===== config.mk =====
export PLATFORM = sky130hd
export DESIGN_NAME = gcm_div
export DESIGN_NICKNAME = d
export VERILOG_FILES = /design/src/rtl/gcm_pkg.sv /design/src/rtl/gcm_div.sv
export SDC_FILE = /design/constraint.sdc
export NUM_CORES = 2
export LEC_CHECK = 0
export BUFFER_PORTS_ARGS = -buffer_cell sky130_fd_sc_hd__buf_2
export CAP_MARGIN = 5
export CORE_MARGIN = 4
export CORE_UTILIZATION = 60
export DETAILED_ROUTE_END_ITERATION = 8
export HOLD_SLACK_MARGIN = 0.05
export PLACE_DENSITY = 0.83
export SLEW_MARGIN = 20
export SYNTH_ARGS = -nofsm -noshare
export SYNTH_HDL_FRONTEND = slang
export SYNTH_SLANG_ARGS = --single-unit

===== constraint.sdc =====
create_clock -name clk_i -period 14.11 [get_ports clk_i]
set_clock_uncertainty 0.05 [all_clocks]
set_input_delay 2.822 -clock clk_i [delete_from_list [all_inputs] [get_ports clk_i]]
set_output_delay 2.822 -clock clk_i [all_outputs]
set_load 0.005 [all_outputs]

===== src/rtl/gcm_pkg.sv =====
// Shared widths, command codes and stop types of the colormap sampler.
`timescale 1ns / 1ps
package gcm_pkg;

  localparam int STOP_IDX_W = 4;
  localparam int POS_W      = 17;
  localparam int CHAN_W     = 16;
  localparam int SAMPLE_W   = 18;
  localparam int COUNT_W    = 5;
  localparam int OUT_W      = 8;

  localparam logic CMD_WRITE  = 1'b0;
  localparam logic CMD_SAMPLE = 1'b1;

  localparam logic [POS_W-1:0]  POS_ONE   = 17'h10000;
  localparam logic [CHAN_W-1:0] CHAN_FULL = 16'hFFFF;

  typedef struct packed {
    logic [CHAN_W-1:0] red;
    logic [CHAN_W-1:0] green;
    logic [CHAN_W-1:0] blue;
  } color_t;

  typedef struct packed {
    logic [POS_W-1:0] pos;
    color_t           color;
  } stop_t;

  typedef struct packed {
    logic   black;
    color_t lo;
    color_t hi;
  } bracket_t;

endpackage


===== src/rtl/gcm_div.sv =====
// Pipelined restoring divider for the interpolation fraction, one bit per stage.
`timescale 1ns / 1ps
module gcm_div #(
  parameter int FRACTION_BITS = 16
) (
  input  logic                        clk_i,
  input  logic                        rst_ni,
  input  logic                        in_valid_i,
  output logic                        in_ready_o,
  input  logic [gcm_pkg::POS_W-1:0]   t_i,
  input  logic                        black_i,
  input  gcm_pkg::stop_t              lo_i,
  input  gcm_pkg::stop_t              hi_i,
  output logic                        out_valid_o,
  input  logic                        out_ready_i,
  output logic [FRACTION_BITS:0]      frac_o,
  output gcm_pkg::bracket_t           br_o
);
  import gcm_pkg::*;

  localparam int NST = FRACTION_BITS + 2;

  logic                     vld_q [NST];
  logic                     rdy   [NST+1];
  logic [POS_W:0]           rem_q [NST];
  logic [POS_W-1:0]         div_q [NST];
  logic [FRACTION_BITS:0]   quo_q [NST];
  bracket_t                 pay_q [NST];

  logic signed [POS_W:0]    num;
  logic signed [POS_W:0]    span;
  logic                     flat;

  assign num  = $signed({1'b0, t_i}) - $signed({1'b0, lo_i.pos});
  assign span = $signed({1'b0, hi_i.pos}) - $signed({1'b0, lo_i.pos});
  assign flat = (span <= 0) || (num <= 0);

  assign rdy[NST] = out_ready_i;
  for (genvar k = 0; k < NST; k++) begin : g_rdy
    assign rdy[k] = !vld_q[k] || rdy[k+1];
  end
  assign in_ready_o = rdy[0];

  always_ff @(posedge clk_i or negedge rst_ni) begin
    if (!rst_ni) begin
      vld_q[0] <= 1'b0;
    end else if (rdy[0]) begin
      vld_q[0] <= in_valid_i;
    end
  end

  always_ff @(posedge clk_i) begin
    if (rdy[0] && in_valid_i) begin
      rem_q[0]       <= flat ? '0 : {1'b0, num[POS_W-1:0]};
      div_q[0]       <= flat ? POS_W'(1) : span[POS_W-1:0];
      quo_q[0]       <= '0;
      pay_q[0].black <= black_i;
      pay_q[0].lo    <= lo_i.color;
      pay_q[0].hi    <= hi_i.color;
    end
  end

  for (genvar k = 1; k < NST; k++) begin : g_step
    logic [POS_W:0] r_sh;
    logic           take;

    assign r_sh = (k == 1) ? rem_q[k-1] : {rem_q[k-1][POS_W-1:0], 1'b0};
    assign take = r_sh >= {1'b0, div_q[k-1]};

    always_ff @(posedge clk_i or negedge rst_ni) begin
      if (!rst_ni) begin
        vld_q[k] <= 1'b0;
      end else if (rdy[k]) begin
        vld_q[k] <= vld_q[k-1];
      end
    end

    always_ff @(posedge clk_i) begin
      if (rdy[k] && vld_q[k-1]) begin
        rem_q[k] <= take ? (r_sh - {1'b0, div_q[k-1]}) : r_sh;
        div_q[k] <= div_q[k-1];
        quo_q[k] <= {quo_q[k-1][FRACTION_BITS-1:0], take};
        pay_q[k] <= pay_q[k-1];
      end
    end
  end

  assign out_valid_o = vld_q[NST-1];
  assign frac_o      = quo_q[NST-1];
  assign br_o        = pay_q[NST-1];

endmodule


; ---- After elaboration in Yosys (flattened, before gate mapping)
; Memories as Yosys holds them, arrays and structs flattened.
; Cells that the tools add are included.
; W data, S select, Z words.
[op_classes]
n_addsub = 19
mul = 0
div_mod_pow = 0
order_cmp = 19
eq_ne = 0
shifts = 0
mux = 55
bitwise_logic = 0
reduce_logical = 55
[op_table]
columns = operator, n
row1 = $ge A18 B17 Y1, 17
row2 = $mux W18, 17
row3 = $sub A18 B17 Y18, 17
row4 = $le A18 B1 Y1 const B, 2
row5 = $mux W1, 36
row6 = $sub A17 B17 Y18, 2
row7 = $mux W17, 2
row8 = $logic_or A1 B1 Y1, 19
row9 = $logic_and A1 B1 Y1, 18
row10 = $logic_not A1 Y1, 18
[totals]
ff_bits = 18
latch_bits = 0
mem_bits_rw = 2682
rom_bits = 0
elab_cells = 170
mem_count = 4
[memory_table]
columns = name, words, width, rd, rd_clocked_by_memory_dff, write_ports, line_no
row1 = pay_q, 18, 97, 18, 0, 18, gcm_div.sv:28  ; bracket_t pay_q [NST];
row2 = rem_q, 18, 18, 17, 0, 18, gcm_div.sv:25  ; logic [POS_W:0] rem_q [NST];
row3 = div_q, 18, 17, 17, 0, 18, gcm_div.sv:26  ; logic [POS_W-1:0] div_q [NST];
row4 = quo_q, 18, 17, 18, 0, 18, gcm_div.sv:27  ; logic [FRACTION_BITS:0] quo_q [NST];

; ---- Depth between registers and ports, before layout
[depth]
word_depth = 22
depth_mapped = 14

; ---- Least setup slack after synthesis
; No wires, ideal clock.
[synth_path]
path_type = input -> register
start = in out_ready_i
end = mem div_q[8][0], enable pin
setup_time_ns = 0.850
arrival_time_ns = 13.354
slack_ns = -0.144
path_stages = 6
cell_sequence = nor2b_1 > nand3_1 > nor2_1 > nand3_1 > nor2_1 > a21boi_0
[synth_rtl]
columns = element, line_no
row1 = "start, declared", gcm_div.sv:15  ; input logic out_ready_i,
row2 = "end, declared", gcm_div.sv:26

; ---- Final worst setup path
[layout_path]
start = in out_ready_i
end = out in_ready_o
[layout_between]
elab_chain_cells = 18
[layout_lines]
columns = element, line_no
row1 = $logic_or A1 B1 Y1 (18 in a row), gcm_div.sv:40  ; assign rdy[k] = !vld_q[k] || rdy[k+1];
row2 = "end, declared", gcm_div.sv:9  ; output logic in_ready_o,
; No other way between the ends.

==> impl_metrics.tcl <==
set metrics [dict create \
    cts_made_buffers 227 \
    min_path_type "flip-flop to flip-flop" \
    drc 0 \
    drt_pre_antenna_iters 6 \
    die_y_um 401.8 \
    vias 46000 \
    finalMaxSlewViolations 0 \
    hold_ws_ns 0.3195 \
    yosysTopAreaCell "edfxtp_1" \
    placed_cell_area_sq_um 97210 \
    wire_per_inst_um 22.77 \
    crit_path_max_fanout 5 \
    start_util_pct 60.40 \
    ys.flop_type "edfxtp_1" \
    grt_max_degree 123 \
    rsz0062_at_grt "no" \
    postCtsSetupBuffers 0 \
    fin_crit_sh_pct 57.51 \
    syn_avg_cell_area_sq_um 17.70 \
    grt_pass1_vias 48010 \
    io_pins 268 \
    fin_cells 8000 \
    syn_inst 5257 \
    crit_arrival_ns 5.24 \
    ys_ff_latch 2495 \
    worstSetupPathType "input pin to primary output" \
    synth.most_common_cell "edfxtp_1" \
    clockBufferDepth 3 \
    ant_nets 0 \
    cts_root_buffer "clkbuf_16" \
    coreArea_sq_um 154000 \
    drv_cap 0 \
    syn2layout_area_growth_pct 12.91 \
    drt-initial-drc-count 4381 \
    end_kind "primary output" \
    cellPowerDensity_nw_per_um2 210.3 \
    fmax_mhz 123.2 \
    yosys_warnings 0 \
    cts-resized-gates 0 \
    synth_cell_types 84 \
    async_flop_share_pct 0.7214 \
    layout.nets 6237 \
    wl_met1_mm 68.67 \
    maxSlewHeadroom_pct 27.53 \
    wl_met2_mm 93.33 \
    tightest_slew_ns 1.087 \
    dpl.cell_count 7557 \
    ir_worst_vdd_mv 0.1517 \
    insertion_delay_ns 0.90 \
    antenna_found_initial 14 \
    status "finished clean" \
    setup-tns-final_ns 0 \
    dp_hpwl_mm 109.9 \
    syn_area_sq_um 93040 \
    finalHoldViolations 0 \
    cp.required_ns 11.24 \
    grt_pass1_wl_mm 277.3 \
    yosysSeqAreaShare_pct 80.43 \
    die-area_sq_um 161400 \
    highest_layer "met5" \
    netlist.area_leader.share_pct 79.94 \
    met3WireLength_mm 11.04 \
    syn_nets 5749 \
    fin_area_sq_um 105100 \
    fin_util_pct 68.19 \
    grt_overflow 0 \
    cts_tree "built" \
    setup_violations 0 \
    port_buffers 267 \
    synth_common_cells "edfxtp_1, inv_1, ha_1" \
    place.gp.congestion 0.9049 \
    synthTopCellsByArea "edfxtp_1, ha_1, inv_1, a21oi_1, xnor2_1" \
    final.min_clock_period_ns 8.114 \
    die-width_um 401.8 \
    p_leak_nw 38.72 \
    clk_pin_slew_ns 0.07 \
    routed_wl_mm 182.2 \
    cts_max_level 4 \
    vias_per_cell 5.750 \
    cts.sinks 2495 \
    num_rows 144 \
    drive_above_1_share_pct 12.35 \
    critPathLaunchType "input pin" \
    gr-usage-all-layers_pct 22.40 \
    cts_hold_buf 0 \
    synth_edf_count 2477 \
]
## layout make-up
type                    instances  area, sq um
diodes                         14        35.03
clock buffers                 269         5869
clock inverters               157         1836
fillers                      9299        49000
inverters                     392         1471
multi-input cells            2312        16650
flip-flops and latches       2495        74830
well taps                    2044         2557
repair buffers                317         1799
## cells in the final DEF (no fill, tap or decap), types with 37 or more instances in the layout
master     count
edfxtp_1    2477
inv_1        386
ha_1         322
buf_2        267
nor2_1       254
a21oi_1      251
clkbuf_16    228
nand2_1      206
xnor2_1      132
o21ai_1      123
xor2_1        97
o21ai_0       83
nor3_1        82
a21o_1        69
nand2b_1      60
mux2_1        59
nand3_1       47
clkinv_1      44
o21a_1        43
nor2b_1       42
nand4_1       41
clkbuf_1      40
buf_4         40
clkinv_2      37
## flip-flops by register name (all words and copies together), names as in the netlist
register / count
quo_q: 153
rem_q: 289
vld_q: 17
div_q: 289
pay_q: 1746
out_valid_o: 1
## worst paths after layout
kind / start / end / slack [ns] / cells after the start
worst max-delay path: out_ready_i / in_ready_o / 6.00 / 11
worst min-delay path: pay_q[0][28] / pay_q[1][28] / 0.32 / 0
worst max register to register: div_q[7][0] / rem_q[8][9] / 9.94 / 10
worst min register to register: pay_q[0][28] / pay_q[1][28] / 0.32 / 0
max in group asynchronous: rst_ni / vld_q[7] / 11.85 / 1
min in group asynchronous: rst_ni / vld_q[14] / 1.85 / 1
## critical path, stage by stage
cell and delay, ns:
buf_2 0.10, nor2b_1 0.34, nand3_1 0.19, nor2_1 0.37, nand2_1 0.18, nor4_1 0.30, buf_4 0.22, nand3_1 0.13
nor2_1 0.28, nand2_1 0.15, buf_2 0.15
## metrics by stage
stage               setup WS (ns)  total power [mW]
floorplan                   3.450             14.32
global placement            6.147             15.36
detailed placement          5.997             15.65
CTS                         5.977             22.13
global route                5.719             23.13
finish                      5.996             22.09
## cell families after synthesis
| group | after synthesis | synth area share, % |
|---|---|---|
| buffers and inverters | 450 | 1.850 |
| AND/OR/NAND/NOR | 860 | 4.435 |
| flip-flops | 2495 | 80.43 |
| AO/OA/AOI/OAI | 800 | 5.386 |
| XOR/XNOR | 229 | 2.156 |
| adder cells (fa/ha/maj) | 340 | 4.717 |
| multiplexers | 83 | 1.027 |
## power breakdown
group | switching [mW] | internal [mW] | leakage, nW
combinational | 3.05 | 1.97 | 10.6
sequential | 0.647 | 10.1 | 24.4
clock | 2.79 | 3.52 | 3.67
## routing by layer
layer  global-route usage (%)  vias up
met5                        0        -
met4                    10.38        8
met3                    3.805      565
met2                    39.47     1943
met1                    27.11    22570
li1                         -    20910
Note: power is estimated with default switching activity, not from simulation.
