## src/rtl/gcm_pkg.sv

```systemverilog
// Shared widths, command codes and stop types of the colormap sampler.
`timescale 1ns / 1ps
package gcm_pkg;

  localparam int STOP_IDX_W = 4;
  localparam int POS_W      = 17;
  localparam int CHAN_W     = 16;
  localparam int SAMPLE_W   = 18;
  localparam int COUNT_W    = 5;
  localparam int OUT_W      = 8;

  localparam logic CMD_WRITE  = 1'b0;
  localparam logic CMD_SAMPLE = 1'b1;

  localparam logic [POS_W-1:0]  POS_ONE   = 17'h10000;
  localparam logic [CHAN_W-1:0] CHAN_FULL = 16'hFFFF;

  typedef struct packed {
    logic [CHAN_W-1:0] red;
    logic [CHAN_W-1:0] green;
    logic [CHAN_W-1:0] blue;
  } color_t;

  typedef struct packed {
    logic [POS_W-1:0] pos;
    color_t           color;
  } stop_t;

  typedef struct packed {
    logic   black;
    color_t lo;
    color_t hi;
  } bracket_t;

endpackage

```

## src/rtl/gcm_blend.sv

```systemverilog
// Per-channel blend, scaling to eight bits with round half up, and output register.
`timescale 1ns / 1ps
module gcm_blend #(
  parameter int FRACTION_BITS = 16
) (
  input  logic                        clk_i,
  input  logic                        rst_ni,
  input  logic                        in_valid_i,
  output logic                        in_ready_o,
  input  logic [FRACTION_BITS:0]      frac_i,
  input  gcm_pkg::bracket_t           br_i,
  output logic                        out_valid_o,
  input  logic                        out_ready_i,
  output logic [gcm_pkg::OUT_W-1:0]   red_o,
  output logic [gcm_pkg::OUT_W-1:0]   green_o,
  output logic [gcm_pkg::OUT_W-1:0]   blue_o
);
  import gcm_pkg::*;

  localparam int PW = CHAN_W + FRACTION_BITS + 3;
  localparam int AW = CHAN_W + FRACTION_BITS;
  localparam int XW = AW + 8;
  localparam int YW = CHAN_W + OUT_W;
  localparam logic [XW-1:0] HALF = XW'(CHAN_FULL) << (FRACTION_BITS - 1);

  logic              v1_q, v2_q, v3_q;
  logic              r1, r2, r3;
  logic              k1_q, k2_q;
  logic [CHAN_W-1:0] a_ch [3];
  logic [CHAN_W-1:0] c_ch [3];
  logic [AW-1:0]     acc_d [3];
  logic [AW-1:0]     acc_q [3];
  logic [YW-1:0]     y_d   [3];
  logic [YW-1:0]     y_q   [3];
  logic [OUT_W-1:0]  o_d   [3];
  logic [OUT_W-1:0]  o_q   [3];

  assign a_ch[0] = br_i.lo.red;
  assign a_ch[1] = br_i.lo.green;
  assign a_ch[2] = br_i.lo.blue;
  assign c_ch[0] = br_i.hi.red;
  assign c_ch[1] = br_i.hi.green;
  assign c_ch[2] = br_i.hi.blue;

  assign r3         = !v3_q || out_ready_i;
  assign r2         = !v2_q || r3;
  assign r1         = !v1_q || r2;
  assign in_ready_o = r1;

  for (genvar l = 0; l < 3; l++) begin : g_lane
    logic signed [CHAN_W:0] diff;
    logic signed [PW-1:0]   prod;
    logic signed [PW-1:0]   sum;
    logic [XW-1:0]          x;
    logic [CHAN_W:0]        rmd;
    logic [OUT_W:0]         q;

    assign diff     = $signed({1'b0, c_ch[l]}) - $signed({1'b0, a_ch[l]});
    assign prod     = diff * $signed({1'b0, frac_i});
    assign sum      = $signed({3'b000, a_ch[l], {FRACTION_BITS{1'b0}}}) + prod;
    assign acc_d[l] = sum[AW-1:0];

    assign x      = {acc_q[l], 8'h00} - {8'h00, acc_q[l]} + HALF;
    assign y_d[l] = x[XW-1:FRACTION_BITS];

    assign rmd    = {1'b0, y_q[l][CHAN_W-1:0]} + (CHAN_W+1)'(y_q[l][YW-1:CHAN_W]);
    assign q      = {1'b0, y_q[l][YW-1:CHAN_W]} + (OUT_W+1)'(rmd >= {1'b0, CHAN_FULL});
    assign o_d[l] = k2_q ? '0 : q[OUT_W-1:0];
  end

  always_ff @(posedge clk_i or negedge rst_ni) begin
    if (!rst_ni) begin
      v1_q <= 1'b0;
      v2_q <= 1'b0;
      v3_q <= 1'b0;
    end else begin
      if (r1) v1_q <= in_valid_i;
      if (r2) v2_q <= v1_q;
      if (r3) v3_q <= v2_q;
    end
  end

  always_ff @(posedge clk_i) begin
    if (r1 && in_valid_i) begin
      acc_q <= acc_d;
      k1_q  <= br_i.black;
    end
    if (r2 && v1_q) begin
      y_q  <= y_d;
      k2_q <= k1_q;
    end
    if (r3 && v2_q) begin
      o_q <= o_d;
    end
  end

  assign out_valid_o = v3_q;
  assign red_o       = o_q[0];
  assign green_o     = o_q[1];
  assign blue_o      = o_q[2];

endmodule

```

## config.mk

```make
export PLATFORM = sky130hd
export DESIGN_NAME = gcm_blend
export DESIGN_NICKNAME = d
export VERILOG_FILES = /design/src/rtl/gcm_pkg.sv /design/src/rtl/gcm_blend.sv
export SDC_FILE = /design/constraint.sdc
export NUM_CORES = 2
export LEC_CHECK = 0
export BUFFER_PORTS_ARGS = -buffer_cell sky130_fd_sc_hd__clkbuf_2
export CORE_MARGIN = 10
export CORE_UTILIZATION = 40
export DETAILED_ROUTE_END_ITERATION = 10
export PLACE_DENSITY = 0.56
export SLEW_MARGIN = 30
export SYNTH_ARGS = -nofsm -noshare
export SYNTH_HDL_FRONTEND = slang
export SYNTH_SLANG_ARGS = --single-unit
```

## constraint.sdc

```tcl
create_clock -name clk_i -period 9.3 [get_ports clk_i]
set_clock_uncertainty 0.2 [all_clocks]
set_input_delay 0.93 -clock clk_i [delete_from_list [all_inputs] [get_ports clk_i]]
set_output_delay 0.93 -clock clk_i [all_outputs]
set_load 0.005 [all_outputs]
```

# After elaboration in Yosys (flattened, before gate mapping)
# Cells that the tools add are included.
[op_classes]
n_reduce_logical = 9
mul = 3
add_sub_neg = 18
n_lt_le_gt_ge = 3
[ops]
columns = ["operator", "n"]
rows = [
  ["40-bit by 31-bit adder with 40-bit output (second input constant)", 3],
  ["40-bit by 32-bit subtractor with 40-bit output", 3],
  ["32-bit adder", 3],
  ["17-bit by 18-bit multiplier with 32-bit output", 3],
  ["16-bit by 8-bit adder with 17-bit output", 3],
  ["17-bit by 16-bit greater-or-equal comparator with 1-bit output (second input constant)", 3],
  ["16-bit by 16-bit subtractor with 17-bit output", 3],
  ["8-bit by 1-bit adder with 8-bit output", 3],
  ["1-bit logical AND", 3],
  ["1-bit logical NOT", 3],
  ["1-bit logical OR", 3],
]
[totals]
output_inout_bits = 26
elab_cells = 47
reg_bits = 197

# Longest topological paths before layout
[depth]
depth_word = 5
depth_mapped = 37
ltp_nobuf = 35

# Least setup slack after synthesis
# Ideal clock, no wire load.
[synth_timing]
path_kind = "input -> register"
startpoint = "in br_i[16] in the netlist's numbering"
endpoint = "reg acc_q[63] in the netlist's numbering, data pin"
path_buffers = 2
setup_ns = 0.258
arrival_time_ns = 8.817
setup_slack_ns = 0.026
stages = 37
path_cell_list = "inv_1 > ha_1 > fa_1 > nand2b_1 > a21boi_1 > o21ai_0 > a21oi_1 > a211oi_1 > a211oi_1 > a21oi_1 > o21bai_1 > xor2_1 > clkbuf_1 > nand2_1 > fa_1 > inv_1 > fa_1 > inv_1 > fa_1 > inv_1 > fa_1 > inv_1 > fa_1 > fa_1 > inv_1 > ha_1 > buf_1 > nand2_1 > nor2_1 > nand4_1 > nor4b_1 > a211oi_1 > or3_1 > mux2i_1 > a221oi_1 > xor2_1 > xnor2_1"
[synth_via]
elab_chain_cells = 3
[synth_lines]
columns = ["item", "line_no", "rtl"]
rows = [
  ["start: declaration", "gcm_blend.sv:11", "input gcm_pkg::bracket_t br_i,"],
  ["16-bit by 16-bit subtractor with 17-bit output", "gcm_blend.sv:58", "assign diff = $signed({1'b0, c_ch[l]}) - $signed({1'b0, a_ch[l]});"],
  ["17-bit by 18-bit multiplier with 32-bit output", "gcm_blend.sv:59", "assign prod = diff * $signed({1'b0, frac_i});"],
  ["32-bit adder", "gcm_blend.sv:60", "assign sum = $signed({3'b000, a_ch[l], {FRACTION_BITS{1'b0}}}) + prod;"],
  ["net g_lane[1].sum[31]", "gcm_blend.sv:53", "logic signed [PW-1:0] sum;"],
  ["end signal: assignment", "gcm_blend.sv:85", "acc_q <= acc_d;"],
  ["end: declaration", "gcm_blend.sv:32", "logic [AW-1:0] acc_q [3];"],
]
# The timed path passes the listed nets, and every way through them passes these cells.
# A chain may end at the register's enable or synchronous reset.

# Worst setup path in the final report
[layout_timing]
startpoint = "in br_i[65] in the netlist's numbering"
endpoint = "reg acc_q[63] in the netlist's numbering, data pin"
[layout_via]
elab_chain_cells = 3
[layout_lines]
columns = ["item", "line_no"]
rows = [
  ["16-bit by 16-bit subtractor with 17-bit output", "gcm_blend.sv:58"],
  ["17-bit by 18-bit multiplier with 32-bit output", "gcm_blend.sv:59"],
  ["32-bit adder *", "gcm_blend.sv:60"],
  ["net g_lane[1].sum[31]", "gcm_blend.sv:53"],
]
# The timed path passes the listed nets; every way through them passes the cells marked *.

==> impl_results.md <==
- CP Class: input pin to flop
- Htree depth: 4
- Number of global-route vias before repair: 34600
- Die area: 0.126 sq mm
- Starting Density: 40.4%
- TritonCTS clock tree: yes
- Flop-to-flop setup slack: 5420 ps
- Post-synthesis sequential area ratio: 13.1%
- Synth Register Bits: 197
- Crit path DAT: 9040 ps
- DRT Wirelength: 111000 microns
- Mapped Area: 0.0449 sq mm
- Slew headroom: 34.3%
- Multi-input gate area in the final layout: 0.0339 sq mm
- Post-DP HPWL: 93400 microns
- Die Y-Extent: 355 microns
- Synth Warn #: 0
- Setup-failing EPs final: 0
- Pins Over Slew Limit: 0
- WP data required: 9370 ps
- RSZ-0062 raised after global routing: true
- IO Count: 144
- First-pass GRT wire length: 185000 microns
- Synth Area in Simple Gates: 14.4%
- Port bufs: 143
- Worst hold margin: 226 ps
- RePlAce Congestion: 0.862
- Largest family of logic cells by synthesized area: adder cells
- DRC Markers: 0
- N_diodes: 0
- Clock Path Buffers: 2
- Vias per inst: 4.85
- Filler Cells Inserted: 11100
- Hold_sp: k1_q
- Final hold vios: 0
- CP Capture Type: flop
- DR WL/cell: 16.6 microns
- Row cnt: 122
- Asr flop ratio synth: 1.52%
- Startpoint Class: input pin
- Vias: 32600
- Period utilisation layout: 96.5%
- Largest net degree at the start of global routing: 63
- CORE AREA: 0.111 sq mm
- Net Count, Synth: 6409
- Synth Flop Type: edfxtp_1
- Worst-path fanout max: 3
- Final TNS setup: 0 ps
- Worst path slowest cell: fa_1
- Status: completed
- Die W: 355 microns
- Crit-path max cell delay: 520 ps
- Final ANT Viol Nets: 0
- Synth Area in Compound Gates: 6.80%
- Worst-path clk slew: 90 ps
- Number of synthesized flops with an enable pin: 194
- Most frequent cell on the critical path: fa_1
- Clk sink count: 197
- Cell variety after synth: 84
- Final nets: 6673
- DR iter-0 viols: 1438
- Total gr overflow: 0
- Root Buffer Master: clkbuf_16
- RR Startpoint: acc_q[10]
- Count of max-cap constraint violations: 0
- Xor/xnor cell area share of the yosys netlist: 4.33%
- DRT Pass-1 Iters: 5
- Post-synthesis mux area share: 0.420%
- Worst skew pair latency: 520 ps
- Slew @ Worst Pin: 985 ps
- Syn-to-layout area delta: 10.8%
- Hold/Removal Path Class: flop to flop
- Syn Area/Cell: 9.06 sq um
- Fmax: 111 MHz
- Crit. Startpoint: br_i[65]
- Register Area: 0.00590 sq mm
- Layout cell share with drive strength beyond 1: 9.57%
- Total CTS buffers: 17
- Post-synthesis cell count: 4959
- Synth Area in Adders: 49.2%
- Antenna violations before repair: 4
- Final min period: 8970 ps
- Tot GR Track Use: 18.2%
## cell type report
type / instances / share of cell area [%]
sequential: 197 / 11.8
clock inverter: 14 / 0.359
inverter: 1238 / 9.33
clock buffer: 18 / 0.862
multi-input combinational: 3360 / 68.0
timing repair buffer: 409 / 5.84
tap: 1488 / 3.74
## worst max-delay path, delay by kind of cell
kind	cells	cell delay, ps
adders and majority gates	8	3450
buffers and inverters	6	420
muxes	2	560
AOI/OAI and AO/OA	9	1870
and+or+nand+nor	7	1420
xor gates and xnor gates	2	380
## path summary, 6_finish.rpt
path	cells after the start	to
min	0	k2_q
max	34	acc_q[63]
min reg2reg	0	k2_q
max in group asynchronous	2	v1_q
max reg2reg	13	y_q[14]
min in group asynchronous	2	out_valid_o
## stage by stage
step	cells	util, %	setup slack (ps)	instance area [sq um]
after floorplan	4959	-	25.8	44900
after global placement	6688	44.2	-347	49100
after detailed placement	6688	44.2	-472	49100
after CTS	6721	44.7	75.6	49700
after global routing	6724	44.8	-30.8	49800
final	6724	44.8	327	49800
## cells in the mapped netlist (11+ instances only)
master / number / area share (%)
a21oi_1: 146 / 1.6
nand2_1: 549 / 4.6
a21o_1: 65 / 1.1
xnor2_1: 142 / 2.8
o21bai_1: 17 / 0.28
mux2i_1: 11 / 0.24
o21a_1: 41 / 0.68
o21ai_1: 18 / 0.20
and2_1: 247 / 3.4
nand2b_1: 35 / 0.49
xor2_1: 75 / 1.5
nand4_1: 16 / 0.22
a31oi_1: 18 / 0.25
or2_2: 22 / 0.31
inv_1: 1238 / 10
or3_1: 17 / 0.24
ha_1: 609 / 17
o21ai_0: 46 / 0.51
nor3_1: 46 / 0.51
nor2_1: 161 / 1.3
a211oi_1: 27 / 0.45
o211ai_1: 13 / 0.22
clkbuf_1: 162 / 1.4
nand3_1: 54 / 0.60
edfxtp_1: 194 / 13
fa_1: 723 / 32
nor2b_1: 123 / 1.7
and3_1: 22 / 0.31
## repair_timing
| item | CTS | global route |
|---|---|---|
| hold buffers | 1 | 0 |
| endpoints found under the setup margin | 0 | 8 |
| buffers inserted | 0 | 3 |
| hold endpoints to repair | 3 | 0 |
| resized for setup | 0 | 20 |
## cell families (layout without fill, tap and decap cells)
group | after synthesis | after routing
simple gates | 1331 | 1331
xor+xnor | 219 | 219
compound gates | 460 | 460
flops | 197 | 197
fa+ha+maj | 1332 | 1332
mux | 18 | 18
buf+inv | 1402 | 1679
## layer usage
layer,vias to the layer above,wire length (microns),track usage [%]
met3,94,3500,1.87
met1,16200,50300,23.9
met2,510,55900,32.2
met5,-,17,0
li1,15800,-,-
met4,4,1690,3.65
## cells in the final DEF (no fill, tap or decap), types with 19 or more instances in the layout
cell / n
a211oi_1: 26
a21o_1: 64
a21oi_1: 143
and2_1: 244
and3_1: 22
buf_4: 249
clkbuf_2: 142
edfxtp_1: 194
fa_1: 723
ha_1: 609
inv_1: 1238
nand2_1: 549
nand2b_1: 34
nand3_1: 54
nor2_1: 161
nor2b_1: 123
nor3_1: 45
o21a_1: 41
o21ai_0: 44
o21ai_1: 19
or2_2: 22
xnor2_1: 141
xor2_1: 75
## sequential cells by signal, indices dropped and copies added, names as in the netlist
register and flops:
acc_q 96, y_q 72, blue_o 8, green_o 8
red_o 8, k1_q 1, k2_q 1, out_valid_o 1
v1_q 1, v2_q 1
Power is left out: the tool's default activity adds up to more than one toggle a clock period on the data nets, which glitch-free logic cannot reach.
