<file path="config.mk">
export PLATFORM = sky130hd
export DESIGN_NAME = gcm_lookup
export DESIGN_NICKNAME = d
export VERILOG_FILES = /design/src/rtl/gcm_pkg.sv /design/src/rtl/gcm_lookup.sv
export SDC_FILE = /design/constraint.sdc
export NUM_CORES = 2
export LEC_CHECK = 0
export ABC_AREA = 1
export BUFFER_PORTS_ARGS = -buffer_cell sky130_fd_sc_hd__buf_2
export CORE_AREA = 2 2 375 451
export CTS_CLUSTER_SIZE = 25
export DETAILED_ROUTE_END_ITERATION = 16
export DIE_AREA = 0 0 377 453
export GPL_TIMING_DRIVEN = 1
export HOLD_SLACK_MARGIN = 0.1
export PLACE_DENSITY_LB_ADDON = 0.15
export SLEW_MARGIN = 15
export SYNTH_ARGS = -nofsm -noshare
export SYNTH_HDL_FRONTEND = slang
export SYNTH_SLANG_ARGS = --single-unit
export TNS_END_PERCENT = 10
</file>
<file path="constraint.sdc">
create_clock -name clk_i -period 19.54 [get_ports clk_i]
set_clock_uncertainty 0.15 [all_clocks]
set_input_delay 1.954 -clock clk_i [delete_from_list [all_inputs] [get_ports clk_i]]
set_output_delay 1.954 -clock clk_i [all_outputs]
set_load 0.01 [all_outputs]
</file>
<file path="src/rtl/gcm_pkg.sv">
// Shared widths, command codes and stop types of the colormap sampler.
`timescale 1ns / 1ps
package gcm_pkg;

  localparam int STOP_IDX_W = 4;
  localparam int POS_W      = 17;
  localparam int CHAN_W     = 16;
  localparam int SAMPLE_W   = 18;
  localparam int COUNT_W    = 5;
  localparam int OUT_W      = 8;

  localparam logic CMD_WRITE  = 1'b0;
  localparam logic CMD_SAMPLE = 1'b1;

  localparam logic [POS_W-1:0]  POS_ONE   = 17'h10000;
  localparam logic [CHAN_W-1:0] CHAN_FULL = 16'hFFFF;

  typedef struct packed {
    logic [CHAN_W-1:0] red;
    logic [CHAN_W-1:0] green;
    logic [CHAN_W-1:0] blue;
  } color_t;

  typedef struct packed {
    logic [POS_W-1:0] pos;
    color_t           color;
  } stop_t;

  typedef struct packed {
    logic   black;
    color_t lo;
    color_t hi;
  } bracket_t;

endpackage

</file>
<file path="src/rtl/gcm_lookup.sv">
// Input stage, stop table and parallel search for the bracketing stops.
`timescale 1ns / 1ps
module gcm_lookup #(
  parameter int MAX_STOPS = 16
) (
  input  logic                                  clk_i,
  input  logic                                  rst_ni,
  input  logic [gcm_pkg::COUNT_W-1:0]           stop_count_i,
  input  logic                                  in_valid_i,
  output logic                                  in_ready_o,
  input  logic                                  command_i,
  input  logic [gcm_pkg::STOP_IDX_W-1:0]        stop_index_i,
  input  logic [gcm_pkg::POS_W-1:0]             stop_position_i,
  input  gcm_pkg::color_t                       stop_color_i,
  input  logic signed [gcm_pkg::SAMPLE_W-1:0]   sample_value_i,
  input  logic                                  sample_not_finite_i,
  output logic                                  out_valid_o,
  input  logic                                  out_ready_i,
  output logic [gcm_pkg::POS_W-1:0]             t_o,
  output logic                                  black_o,
  output gcm_pkg::stop_t                        lo_o,
  output gcm_pkg::stop_t                        hi_o
);
  import gcm_pkg::*;

  localparam int AW = (MAX_STOPS > 1) ? $clog2(MAX_STOPS) : 1;
  localparam int CW = $clog2(MAX_STOPS + 1);

  logic                  a_valid_q;
  logic                  a_cmd_q;
  logic [STOP_IDX_W-1:0] a_idx_q;
  stop_t                 a_stop_q;
  logic [POS_W-1:0]      a_t_q;
  logic [POS_W-1:0]      t_d;
  logic                  a_go;
  logic                  b_ready;
  logic                  b_load;
  logic                  wr_en;
  logic [AW-1:0]         wr_addr;

  logic [POS_W-1:0]      pos_q [MAX_STOPS];
  stop_t                 stop_mem [MAX_STOPS];

  logic [CW-1:0]         n_used;
  logic [MAX_STOPS-1:0]  le;
  logic [MAX_STOPS-1:0]  last_ge;
  logic                  found;
  logic [AW-1:0]         hi_idx;
  logic                  black_d;
  logic [AW-1:0]         lo_addr;
  logic [AW-1:0]         hi_addr;

  logic                  b_valid_q;
  logic [POS_W-1:0]      b_t_q;
  logic                  b_black_q;
  stop_t                 lo_q;
  stop_t                 hi_q;

  always_comb begin
    if (sample_not_finite_i || sample_value_i[SAMPLE_W-1]) begin
      t_d = '0;
    end else if (sample_value_i > $signed({1'b0, POS_ONE})) begin
      t_d = POS_ONE;
    end else begin
      t_d = sample_value_i[POS_W-1:0];
    end
  end

  assign b_ready    = !b_valid_q || out_ready_i;
  assign a_go       = a_valid_q && ((a_cmd_q == CMD_WRITE) || b_ready);
  assign in_ready_o = !a_valid_q || a_go;

  always_ff @(posedge clk_i or negedge rst_ni) begin
    if (!rst_ni) begin
      a_valid_q <= 1'b0;
    end else if (in_ready_o) begin
      a_valid_q <= in_valid_i;
    end
  end

  always_ff @(posedge clk_i) begin
    if (in_ready_o && in_valid_i) begin
      a_cmd_q        <= command_i;
      a_idx_q        <= stop_index_i;
      a_stop_q.pos   <= stop_position_i;
      a_stop_q.color <= stop_color_i;
      a_t_q          <= t_d;
    end
  end

  assign wr_en   = a_valid_q && (a_cmd_q == CMD_WRITE) && (32'(a_idx_q) < MAX_STOPS);
  assign wr_addr = AW'(a_idx_q);

  always_comb begin
    if (32'(stop_count_i) > MAX_STOPS) begin
      n_used = CW'(MAX_STOPS);
    end else begin
      n_used = CW'(stop_count_i);
    end
  end

  always_comb begin
    for (int j = 0; j < MAX_STOPS; j++) begin
      le[j]      = a_t_q <= pos_q[j];
      last_ge[j] = (32'(n_used) == j + 1) && (a_t_q >= pos_q[j]);
    end
  end

  always_comb begin
    found  = 1'b0;
    hi_idx = '0;
    for (int j = MAX_STOPS - 1; j >= 1; j--) begin
      if ((32'(n_used) > j) && le[j]) begin
        found  = 1'b1;
        hi_idx = AW'(j);
      end
    end
    black_d = 1'b0;
    lo_addr = '0;
    hi_addr = '0;
    if (n_used == '0) begin
      black_d = 1'b1;
    end else if (le[0]) begin
      lo_addr = '0;
      hi_addr = '0;
    end else if (|last_ge) begin
      lo_addr = AW'(32'(n_used) - 1);
      hi_addr = AW'(32'(n_used) - 1);
    end else if (found) begin
      lo_addr = hi_idx - AW'(1);
      hi_addr = hi_idx;
    end else begin
      black_d = 1'b1;
    end
  end

  assign b_load = b_ready && a_valid_q && (a_cmd_q == CMD_SAMPLE);

  always_ff @(posedge clk_i) begin
    if (wr_en) begin
      pos_q[wr_addr]    <= a_stop_q.pos;
      stop_mem[wr_addr] <= a_stop_q;
    end
    if (b_load) begin
      lo_q      <= stop_mem[lo_addr];
      hi_q      <= stop_mem[hi_addr];
      b_t_q     <= a_t_q;
      b_black_q <= black_d;
    end
  end

  always_ff @(posedge clk_i or negedge rst_ni) begin
    if (!rst_ni) begin
      b_valid_q <= 1'b0;
    end else if (b_ready) begin
      b_valid_q <= a_valid_q && (a_cmd_q == CMD_SAMPLE);
    end
  end

  assign out_valid_o = b_valid_q;
  assign t_o         = b_t_q;
  assign black_o     = b_black_q;
  assign lo_o        = lo_q;
  assign hi_o        = hi_q;

endmodule

</file>
# == Word-level counts from Yosys, hierarchy flattened ==
# Memory sizes are Yosys's and may differ from the RTL's. A register that Yosys moved wholly into a read port is not among the register bits.
# Cells that the tools add are included.
# totals
reg_bits,107
mem_bits_rw,1312
inputBits,98
output_inout_bits,150
wordCells,173
mem_count,2
# memory_table
name,depth,width,rd,rd_ports_with_merged_regs,wr,line,rtl
stop_mem,16,65,2,2,1,gcm_lookup.sv:42,stop_t stop_mem [MAX_STOPS];
pos_q,16,17,16,0,1,gcm_lookup.sv:41,logic [POS_W-1:0] pos_q [MAX_STOPS];
# classes
add_sub_neg,2
n_lt_le_gt_ge,49
n_eq_ne,16
mux,45
n_bitwise,1
reduce_logical,46
# op_table
cell,n
$ge 17x17->1,16
$le 17x17->1,16
$mux 4,23
$eq 5x4->1 const B,8
$gt 5x4->1 const B,8
$logic_and 1x1->1,37
$eq 5x3->1 const B,4
$gt 5x3->1 const B,4
$mux 1,20
$gt 18x18->1 const B,1
$mux 17,1
$reduce_or 16->1,1
$eq 5x2->1 const B,2
$gt 5x2->1 const B,2
$sub 4x1->4 const B,2
$eq 5x1->1 const B,1
$eq 5x5->1 const B,1
$gt 5x1->1 const B,1
$gt 5x5->1 const B,1
$logic_not 5->1,1
$mux 5,1
$logic_or 1x1->1,4
$logic_not 1->1,2
$reduce_or 2->1,1
$not 1->1,1

# == Longest topological paths before layout ==
# depth
word_depth,24
ltp_mapped,36
depth_no_buf,34

# == Worst setup path before layout ==
# Ideal clock, no wire load.
# synth_timing
path_type,in2reg
start,input port out_ready_i
end,"register b_black_q, in the netlist black_o (enable)"
setup_ns,0.661
arrival_time_ns,8.208
required_time_ns,18.729
setup_slack_ns,10.521
path_stages,2
n_path_buf,0
cell_sequence,nor2_1 -> nor2_1
# synth_via
elab_chain_len,3
# synth_rtl
item,line,rtl
start: declaration,gcm_lookup.sv:18,"input logic out_ready_i,"
$logic_or 1x1->1,gcm_lookup.sv:69,assign b_ready = !b_valid_q || out_ready_i;
$logic_and 1x1->1 (2 in series),gcm_lookup.sv:137,assign b_load = b_ready && a_valid_q && (a_cmd_q == CMD_SAMPLE);
via b_load,gcm_lookup.sv:37,logic b_load;
end signal: assignment,gcm_lookup.sv:148,b_black_q <= black_d;
end: declaration,gcm_lookup.sv:55,logic b_black_q;
# The timed path passes the listed nets, and every way through them passes these cells.
# A chain may end at the register's enable or synchronous reset.

# == Worst setup path in the final report ==
# layout_timing
start,register a_t_q[15]
end,"register, netlist name hi_o[9]"
# layout_via
elab_chain_len,21
elab_cells_between_ends,98
classes_between,32 x order compare; 34 x mux; 32 x reduce/logical
# layout_rtl
item,line,rtl
start: declaration,gcm_lookup.sv:33,logic [POS_W-1:0] a_t_q;
start signal: assignment,gcm_lookup.sv:87,a_t_q <= t_d;
$le 17x17->1,gcm_lookup.sv:104,le[j] = a_t_q <= pos_q[j];
$logic_and 1x1->1,gcm_lookup.sv:113,if ((32'(n_used) > j) && le[j]) begin
$mux 4 / $mux 1 (equally long branches) (15 in series),gcm_lookup.sv:113,
$mux 4,gcm_lookup.sv:129,end else if (found) begin
$mux 4,gcm_lookup.sv:126,end else if (|last_ge) begin
$mux 4 (*),gcm_lookup.sv:123,end else if (le[0]) begin
$mux 4 (*),gcm_lookup.sv:121,if (n_used == '0) begin
# Every way passes the cells marked *; elsewhere a longest branch is shown, timed or not.

==> metrics.txt <==
# TYPE chip_impl_metric gauge
chip_impl_metric{name="worst-path-stages",unit=""} 19
chip_impl_metric{name="critical_path.max_stage_delay",unit="ps"} 1070
chip_impl_metric{name="synth.avg_cell_area",unit="sq um"} 9.13
chip_impl_metric{name="max_cap_viol_count",unit=""} 0
chip_impl_metric{name="synth_cell_type_count",unit=""} 45
chip_impl_metric{name="leakagePower",unit="nW"} 32.8
chip_impl_metric{name="antenna_found_initial",unit=""} 9
chip_impl_metric{name="floorplan.rows",unit=""} 164
chip_impl_metric{name="final-seq-area",unit="sq um"} 38300
chip_impl_metric{name="worstSkewPairLatency",unit="ps"} 810
chip_impl_metric{name="seq_area_frac_synth",unit=""} 0.551
chip_impl_metric{name="nNetsFinal",unit=""} 7993
chip_impl_metric{name="swShare",unit=""} 0.286
chip_impl_metric{name="synth.cell_area",unit="sq um"} 69500
chip_impl_metric{name="avgViaCountPerCell",unit=""} 5.85
chip_impl_info{name="worst_path_max_delay_cell",value="sky130_fd_sc_hd__edfxtp_1"} 1
chip_impl_info{name="ys.flop_type",value="sky130_fd_sc_hd__edfxtp_1"} 1
chip_impl_metric{name="dp_cells",unit=""} 9631
chip_impl_info{name="cp-end-kind",value="register"} 1
chip_impl_metric{name="floorplan.die.height",unit="um"} 453
chip_impl_info{name="cp_cell_sequence",value="ha_1 > nand4_1 > nor3_1 > nand4_1 > nand3_1 > a32o_1 > nor2_1 > nand4_2 > a21oi_4 > buf_4 > nand2_4 > buf_4 > buf_4 > buf_4 > nand2_1 > o211ai_1 > nand3_1 > nand3_1 > nand2_1"} 1
chip_impl_metric{name="start_util",unit=""} 0.418
chip_impl_metric{name="yosys_register_bits",unit=""} 1277
chip_impl_metric{name="grt_remaining_overflow",unit=""} 0
chip_impl_info{name="worst-setup-path-type",value="reg2reg"} 1
chip_impl_metric{name="ir_drop",unit="V"} 0.0000628
chip_impl_metric{name="maxSlewHeadroom",unit=""} 0.117
chip_impl_metric{name="route.vias.total",unit=""} 57900
chip_impl_metric{name="clock_sink_count",unit=""} 1277
chip_impl_info{name="ys_top_cells_by_area",value="sky130_fd_sc_hd__edfxtp_1 55%, sky130_fd_sc_hd__nand3_1 13%, sky130_fd_sc_hd__nand2_1 9.8%"} 1
chip_impl_info{name="tritoncts",value="done"} 1
chip_impl_metric{name="setup-violations-final",unit=""} 0
chip_impl_metric{name="drtIter0Drc",unit=""} 6418
chip_impl_metric{name="clock_power_share",unit=""} 0.392
chip_impl_info{name="timing.critical_path.max_delay_family",value="buffers and inverters"} 1
chip_impl_metric{name="syn_to_final_growth",unit="%"} 10.7
chip_impl_metric{name="first_pass_drt_iterations",unit=""} 9
chip_impl_metric{name="finalHoldWorstSlack",unit="ps"} 303
chip_impl_metric{name="drcViolationCount",unit=""} 0
chip_impl_info{name="top_usage_layer",value="met2"} 1
chip_impl_metric{name="use_met3",unit=""} 0.0505
chip_impl_metric{name="yosysWarnings",unit=""} 0
chip_impl_metric{name="largest_net_degree_at_the_start_of_global_routing",unit=""} 208
chip_impl_info{name="crit_path_frequent_cell",value="sky130_fd_sc_hd__buf_4"} 1
chip_impl_metric{name="yosys.area.top_type_share",unit=""} 0.551
chip_impl_metric{name="p_seq_frac",unit=""} 0.453
chip_impl_metric{name="timing.final.crit_share",unit=""} 0.426
chip_impl_metric{name="post-dp-hpwl",unit="um"} 140000
chip_impl_info{name="hold_path.class",value="reg2reg"} 1
chip_impl_info{name="cp-start-kind",value="register"} 1
chip_impl_metric{name="post-place-ws",unit="ps"} 10940
chip_impl_metric{name="finalWeightedCongestion",unit=""} 0.968
chip_impl_metric{name="floorplan.die.width",unit="um"} 377
chip_impl_info{name="yosys-top-cells-count",value="1836 x sky130_fd_sc_hd__nand3_1, 1821 x sky130_fd_sc_hd__nand2_1, 1275 x sky130_fd_sc_hd__edfxtp_1"} 1
chip_impl_metric{name="postCtsResizedCells",unit=""} 0
chip_impl_metric{name="design.portCount",unit=""} 248
chip_impl_metric{name="max-clock-path-buffers",unit=""} 3
chip_impl_metric{name="power.switching",unit="W"} 0.00199
chip_impl_metric{name="synth-edff-count",unit=""} 1275
chip_impl_metric{name="htree_num_levels",unit=""} 4
chip_impl_metric{name="power.density_cell_area",unit="nW/um^2"} 90.5
chip_impl_metric{name="fin_util",unit=""} 0.463
chip_impl_metric{name="tns",unit="ps"} 0
chip_impl_metric{name="worst_pin_slew",unit="ps"} 1320
chip_impl_metric{name="power_frac_comb",unit=""} 0.155
chip_impl_metric{name="finalWorstSetupSlack",unit="ps"} 11220
chip_impl_metric{name="finalWirelength",unit="um"} 252000
chip_impl_metric{name="reg2reg_depth",unit=""} 19
chip_impl_metric{name="die_area",unit="sq um"} 171000
chip_impl_metric{name="final_max_slew_viol_count",unit=""} 0
chip_impl_metric{name="critical_path.n_buffers_inverters",unit=""} 4
chip_impl_metric{name="first_global_vias",unit=""} 54700
chip_impl_metric{name="core_area",unit="sq um"} 166000
chip_impl_metric{name="fillerInstances",unit=""} 15600
chip_impl_metric{name="global_route.usage.met2",unit=""} 0.465
chip_impl_metric{name="worstPathMaxFanout",unit=""} 112
chip_impl_metric{name="global_route_wire_length_before_repair",unit="um"} 363000
chip_impl_info{name="most_common_cell_in_the_synthesized_netlist",value="sky130_fd_sc_hd__nand3_1"} 1
chip_impl_info{name="grt_setup_unrepaired",value="no"} 1
chip_impl_metric{name="p_int",unit="W"} 0.00497
chip_impl_metric{name="cp_data_required_time",unit="ps"} 19930
chip_impl_metric{name="hold_viol_final",unit=""} 0
chip_impl_metric{name="final.min_clock_period",unit="ps"} 8320
chip_impl_metric{name="postSynthNetCount",unit=""} 7988
chip_impl_metric{name="syn_inst",unit=""} 7613
chip_impl_metric{name="met1_track_utilization_from_global_routing",unit=""} 0.381
chip_impl_metric{name="critPathArrivalTime",unit="ps"} 8710
chip_impl_metric{name="route.detailed.wl_per_inst",unit="um"} 25.4
chip_impl_metric{name="multiInputGateArea",unit="sq um"} 25300
chip_impl_metric{name="clk_transition_reported_paths",unit="ps"} 60
chip_impl_metric{name="detail-route-antenna-nets",unit=""} 0
chip_impl_metric{name="synth_async_sr_flop_share",unit=""} 0.00157
chip_impl_info{name="clk_root_buffer_cell",value="sky130_fd_sc_hd__clkbuf_16"} 1
chip_impl_metric{name="hold-path-cell-count",unit=""} 0
chip_impl_metric{name="post_cts_setup_buffers",unit=""} 0
chip_impl_metric{name="post_layout_nonfiller_instances",unit=""} 9890
chip_impl_metric{name="global_router_s_overall_resource_usage",unit=""} 0.289
chip_impl_metric{name="ctsHoldBuffers",unit=""} 0
chip_impl_metric{name="maxClockFrequency",unit="MHz"} 120
chip_impl_metric{name="post_route_cells_drive_above_1_share",unit=""} 0.0776
chip_impl_metric{name="tritoncts.num_buffers",unit=""} 143
chip_impl_info{name="run_status",value="complete, no violations"} 1
chip_impl_info{name="post-synth-top-area-cell",value="sky130_fd_sc_hd__edfxtp_1"} 1
chip_impl_metric{name="buffer_ports.inserted",unit=""} 247
## sequential cells by signal, summed over array words and instances (netlist names)
signal	count
stop_mem	784
pos_q	256
a_stop_q	65
hi_o	65
lo_o	65
a_t_q	17
t_o	17
a_idx_q	4
a_cmd_q	1
a_valid_q	1
black_o	1
out_valid_o	1
## layer usage
layer	up-vias	share of wire	routed length, um
li1	26200	-	-
met1	28100	0.40	101000
met2	2985	0.46	117000
met3	590	0.090	22600
met4	8	0.045	11400
met5	-	0.00015	39
## power by group through the flow
stage          sequential (W)  combinational [W]  clock [W]
6_report              0.00316            0.00108    0.00273
5_1_grt               0.00317            0.00116    0.00288
4_1_cts               0.00316            0.00106    0.00277
3_5_place_dp          0.00322            0.00106          0
3_3_place_gp          0.00322            0.00105          0
2_1_floorplan         0.00321           0.000670          0
## area by class of cell
type | instances | share of cell area
Tap cell | 2158 | 0.0351
Sequential cell | 1277 | 0.498
Multi-Input combinational cell | 4816 | 0.329
Antenna cell | 2 | 0.0000650
Timing Repair Buffer | 344 | 0.0268
Clock buffer | 173 | 0.0494
Clock inverter | 84 | 0.0110
Inverter | 1036 | 0.0509
## stage by stage
stage,power [W],instance area (sq um)
2_1_floorplan,0.00388,69500
6_report,0.00697,77000
5_1_grt,0.00721,77000
4_1_cts,0.00700,77000
3_3_place_gp,0.00427,72300
3_5_place_dp,0.00428,72300
## cells in the final DEF, fill, tap and decap left out, types with 33 or more instances in the layout
master / netlist / routed
sky130_fd_sc_hd__nand2_1: 1821 / 1818
sky130_fd_sc_hd__nand3_1: 1836 / 1835
sky130_fd_sc_hd__buf_2: 269 / 247
sky130_fd_sc_hd__inv_1: 1023 / 1020
sky130_fd_sc_hd__ha_1: 277 / 277
sky130_fd_sc_hd__nand4_1: 51 / 51
sky130_fd_sc_hd__clkinv_1: 1 / 33
sky130_fd_sc_hd__nor3_1: 46 / 46
sky130_fd_sc_hd__edfxtp_1: 1275 / 1275
sky130_fd_sc_hd__clkbuf_16: 0 / 148
sky130_fd_sc_hd__buf_4: 11 / 89
sky130_fd_sc_hd__nor2_1: 109 / 91
sky130_fd_sc_hd__a21oi_1: 125 / 124
sky130_fd_sc_hd__o211ai_1: 399 / 399
sky130_fd_sc_hd__o21ai_0: 40 / 40
## cell families (layout without fill, tap and decap cells)
family                   count (synthesis)  count (layout)  share of synthesized area
AND/OR/NAND/NOR                       3923            3923                      0.251
buffers and inverters                 1520            1637                     0.0877
other                                    0               2                          0
adder cells (fa/ha/maj)                277             277                     0.0498
AO/OA/AOI/OAI                          616             616                     0.0605
flip-flops                            1277            1277                      0.551
## worst paths after layout
path,start,to,slack [ps]
worst min-delay path,a_t_q[0]$_SDFFCE_PP0P_,t_o[0]$_DFFE_PP_,300
max in group asynchronous,rst_ni,out_valid_o$_DFFE_PN0N_,18350
min in group asynchronous,rst_ni,a_valid_q$_DFFE_PN0N_,780
worst max register to register,a_t_q[15]$_SDFFCE_PP0P_,hi_o[9]$_DFFE_PP_,11220
worst min register to register,a_t_q[0]$_SDFFCE_PP0P_,t_o[0]$_DFFE_PP_,300
worst max-delay path,a_t_q[15]$_SDFFCE_PP0P_,hi_o[9]$_DFFE_PP_,11220
No activity file was read; power rests on OpenSTA's default activity.
